File: src/rtl/bpic_isqrt_pipe.sv
`timescale 1ns / 1ps
`default_nettype none
// ----------------------------------------------------------------------------
// bpic_isqrt_pipe
// Pipelined integer square root of a 64-bit radicand, one result bit per
// stage over 32 stages.
// ----------------------------------------------------------------------------
module bpic_isqrt_pipe
(
    input  wire logic        clk,
    input  wire logic        en,
    input  wire logic [63:0] radicand,
    output logic      [31:0] root
);
    logic [63:0] n_reg [0:31];
    logic [63:0] r_reg [0:31];

    genvar k;
    generate
        for (k = 0; k < 32; k++)
        begin : g_stage
            localparam logic [63:0] BIT = 64'd1 << (62 - 2 * k);
            logic [63:0] n_in;
            logic [63:0] r_in;
            logic [63:0] trial;
            logic [63:0] n_next;
            logic [63:0] r_next;

            if (k == 0)
            begin : g_first
                assign n_in = radicand;
                assign r_in = '0;
            end
            else
            begin : g_rest
                assign n_in = n_reg[k-1];
                assign r_in = r_reg[k-1];
            end

            always_comb
            begin
                trial = r_in + BIT;
                if (n_in >= trial)
                begin
                    n_next = n_in - trial;
                    r_next = (r_in >> 1) + BIT;
                end
                else
                begin
                    n_next = n_in;
                    r_next = r_in >> 1;
                end
            end

            always_ff @(posedge clk)
            begin
                if (en)
                begin
                    n_reg[k] <= n_next;
                    r_reg[k] <= r_next;
                end
            end
        end
    endgenerate

    assign root = r_reg[31][31:0];

endmodule
`default_nettype wire

File: config.mk
export PLATFORM = sky130hd
export DESIGN_NAME = bpic_isqrt_pipe
export DESIGN_NICKNAME = d
export VERILOG_FILES = /design/src/rtl/bpic_isqrt_pipe.sv
export SDC_FILE = /design/constraint.sdc
export NUM_CORES = 2
export LEC_CHECK = 0
export ABC_CLOCK_PERIOD_IN_PS = 4800
export BUFFER_PORTS_ARGS = -buffer_cell sky130_fd_sc_hd__clkbuf_2
export CAP_MARGIN = 30
export CORE_AREA = 2 2 520 522
export CTS_CLUSTER_DIAMETER = 30
export DETAILED_ROUTE_END_ITERATION = 16
export DIE_AREA = 0 0 522 524
export GPL_TIMING_DRIVEN = 1
export HOLD_SLACK_MARGIN = 0.12
export PLACE_DENSITY = 0.71
export SLEW_MARGIN = 20
export SYNTH_ARGS = -nofsm -noshare
export SYNTH_HDL_FRONTEND = slang
export SYNTH_SLANG_ARGS = --single-unit
File: constraint.sdc
create_clock -name clk -period 4.8 [get_ports clk]
set_input_delay 0 -clock clk [delete_from_list [all_inputs] [get_ports clk]]
set_output_delay 0 -clock clk [all_outputs]
set_load 0.005 [all_outputs]
==> metrics.md <==
| Metric | Value |
|---|---|
| 1st-pass router iterations | 6 |
| Wirelength per Cell | roughly 21 microns |
| Worst R2R Path Depth | 10 |
| Setup_tns | 0 ns |
| Worst Min Path Start | radicand[40] |
| Pin count of the biggest net entering global routing | ~210 |
| Status | finished, final reports clean |
| Clk Latency, worst-skew pair | between 0.9 and 1 ns |
| Synth warn | 0 |
| Worst EP arrival | 5.08 ns |
| Vias/cell | between 5 and 6 |
| Cell area after synthesis | 120,000 sq um |
| Synthesized area per cell | 12.6 sq um |
| Initial core utilization | 0.449 |
| Die ar. | 274,000 sq um |
| Final GP Congestion | between 0.9 and 1 |
| Largest register FFs | 1,984 |
| RSZ-0062 raised after global routing | no |
| Reg2reg end | n_reg[1][886]$_DFFE_PP_ |
| Global-route wire length before repair | between 400,000 and 500,000 microns |
| # DRC | 0 |
| CP Data Required Time | 5.41 ns |
| Rows | 190 |
| Final hold viol count | 0 |
| Fillers | about 22k |
| Root buffer cell | clkbuf_16 |
| Area Growth Syn to Fin | 18.1% |
| Total CTS buffers | around 440 |
| Post-layout worst setup margin | 0.332 ns |
| # setup viols final | 0 |
| Yosys cell types | 97 |
| EDFF count, synth | 2,512 |
| Max Root-Sink Buffers | 4 |
| Dpl ws | 0.153 ns |
| Post-synth ARST share | 0 |
| Initial antenna violation count | 4 |
| CP Max Fanout | 10 |
| Slew margin rel. | 0.228 |
| GRT Resource Usage Total | 0.215 |
| Share of post-route cells with drive strength above 1 | 0.108 |
| #FFs+latches synth | 2,512 |
| Clock sinks | between 2k and 3k |
| HPWL Detailed | 221,000 microns |
| DRT iter0 DRCs | around 5.7k |
| Max cap viols | 0 |
| H-Tree Depth | 5 |
| NumNets Final | 10.7k |
| Final Skew | 0.0570 ns |
| Syn nets | 10.1k |
| Via count | 78.3k |
| R2r startpoint | r_reg[1][802]$_DFFE_PP_ |
| Synth Flop Type | edfxtp_1 |
| Reg clk slew, reported paths | 0.06 ns |
| Worst-Margin Slew | 1.16 ns |
| Antenna Nets Post-Route | 0 |
| DRT Wirelength | 301,000 microns |
| I/O pins | 98 |
| Vias in the first global route | roughly 80k |
| Core Area | 267,000 sq um |
| Port buffer count | 97 |
| Crit path launch type | flip-flop |
| Hold endpoint | r_reg[0][62]$_DFFE_PP_ |
| Die Span Y | 524 microns |
| Leakage | 54.0 nW |
| Min Clock Period, post-route | 4.47 ns |
| Reg2reg setup slack | 0.33 ns |
| Mapped Cells | 9,507 |
| PD cells | 531 nW/um^2 |
| GR Overflow Total | 0 |
| Worst hold stages | 5 |
| CTS tree | done |
| Final period util | 0.931 |
| Worst setup EP type | flip-flop |
| Placed cells | 13.1k |
| Fmax | about 220 MHz |
| Non-Filler Instances | 14.1k |
| Post-synthesis sequential area ratio | 0.628 |
| Most frequent cells in the layout | edfxtp_1, inv_1, nor2_1 |
| Setup bufs post-CTS | 0 |
| Die span in x | ~520 microns |
| Max Slew Vio Count | 0 |
| Worst hold path class | primary input to flip-flop |
| Commonest non-fill, non-tap cell in the layout | edfxtp_1 |
| Worst VDD drop | 0.000366 V |
| CP Class | flip-flop to flip-flop |
metrics by stage:
step,instance area [sq um],utilization,total power [mW],hold slack (ns)
after detailed placement,125000,0.469,44.4,0.199
after global routing,142000,0.530,78.4,0.122
after floorplan,120000,-,39.4,0.0989
final,142000,0.530,75.3,0.155
after CTS,142000,0.530,75.5,0.124
after global placement,125000,0.469,44.0,0.198
report_power, final:
group | total (mW) | switching (mW) | leakage (nW) | internal (mW)
sequential | 30.4 | 2.43 | 24.2 | 27.9
clock | 31.0 | 11.2 | 7.18 | 19.8
combinational | 13.9 | 8.19 | 22.6 | 5.74
what timing repair did:
item	in CTS	in global routing
setup endpoints to repair	0	1
endpoints found under the hold margin	777	1
gates resized for setup	0	1
hold buffers	131	1
synthesized netlist by cell type (71+ instances only):
cell	number	area, sq um
or3_1	88	551
nor2b_1	71	444
nand4_1	157	982
mux2_2	96	1080
edfxtp_1	2512	75400
a21oi_1	634	3170
nand2b_1	108	676
ha_1	558	6980
xor2_1	398	3490
a21o_1	249	1870
nand3_1	147	736
nand2_1	579	2170
nor4_1	348	2180
nor2_1	670	2510
nor3_1	254	1270
o21a_1	100	751
xnor2_1	488	4270
o21ai_0	400	2000
clkbuf_1	160	601
inv_1	686	2570
how the worst max path moves through the flow:
stage | startpoint | to | slack (ns)
detailed placement | n_reg[1][802]$_DFFE_PP_ | n_reg[1][883]$_DFFE_PP_ | 0.15
finish | r_reg[1][802]$_DFFE_PP_ | n_reg[1][886]$_DFFE_PP_ | 0.33
global route | r_reg[1][802]$_DFFE_PP_ | n_reg[1][886]$_DFFE_PP_ | 0.27
global placement | r_reg[1][548]$_DFFE_PP_ | n_reg[1][629]$_DFFE_PP_ | 0.17
floorplan | n_reg[1][33]$_DFFE_PP_ | n_reg[1][101]$_DFFE_PP_ | 1.24
CTS | n_reg[1][802]$_DFFE_PP_ | n_reg[1][883]$_DFFE_PP_ | 0.15
final cells by class:
| class | count | area, sq um | area share |
|---|---|---|---|
| diodes | 5 | 12.5 | 0.0000882 |
| clock buffers | 482 | 11300 | 0.0799 |
| clock inverters | 340 | 3620 | 0.0256 |
| inverters | 689 | 2590 | 0.0182 |
| multi-input cells | 6120 | 41400 | 0.292 |
| flip-flops and latches | 2512 | 75400 | 0.532 |
| well taps | 3552 | 4440 | 0.0313 |
| repair buffers | 358 | 3040 | 0.0214 |
logic make-up (layout without fill, tap and decap cells):
family                     after synthesis  after routing  share of synthesized area
buffers and inverters                  875           1869                     0.0275
adders and majority gates              558            558                     0.0582
AOI/OAI and AO/OA                     1792           1792                     0.0925
DFF                                   2512           2512                      0.628
muxes                                  100            100                    0.00934
and+or+nand+nor                       2784           2784                      0.119
xor gates and xnor gates               886            886                     0.0646
other                                    0              5                          0
worst max-delay path, cell delays in order (launching register included):
cell and delay (ns):
edfxtp_1 0.36, inv_1 0.05, ha_1 0.41, nor4b_1 0.63, nand4_1 0.47, nor4_2 0.72, nor2_1 0.10, o211a_2 0.22
or4_1 0.72, nor4b_1 0.42, xor2_1 0.11
routing by layer:
layer | vias up | track usage | part of all wire
li1 | 37000 | - | -
met1 | 37900 | 0.220 | 0.36
met2 | 2534 | 0.414 | 0.54
met3 | 846 | 0.0302 | 0.041
met4 | 0 | 0.127 | 0.061
met5 | - | 0 | 0
No activity file was read; power rests on OpenSTA's default activity.
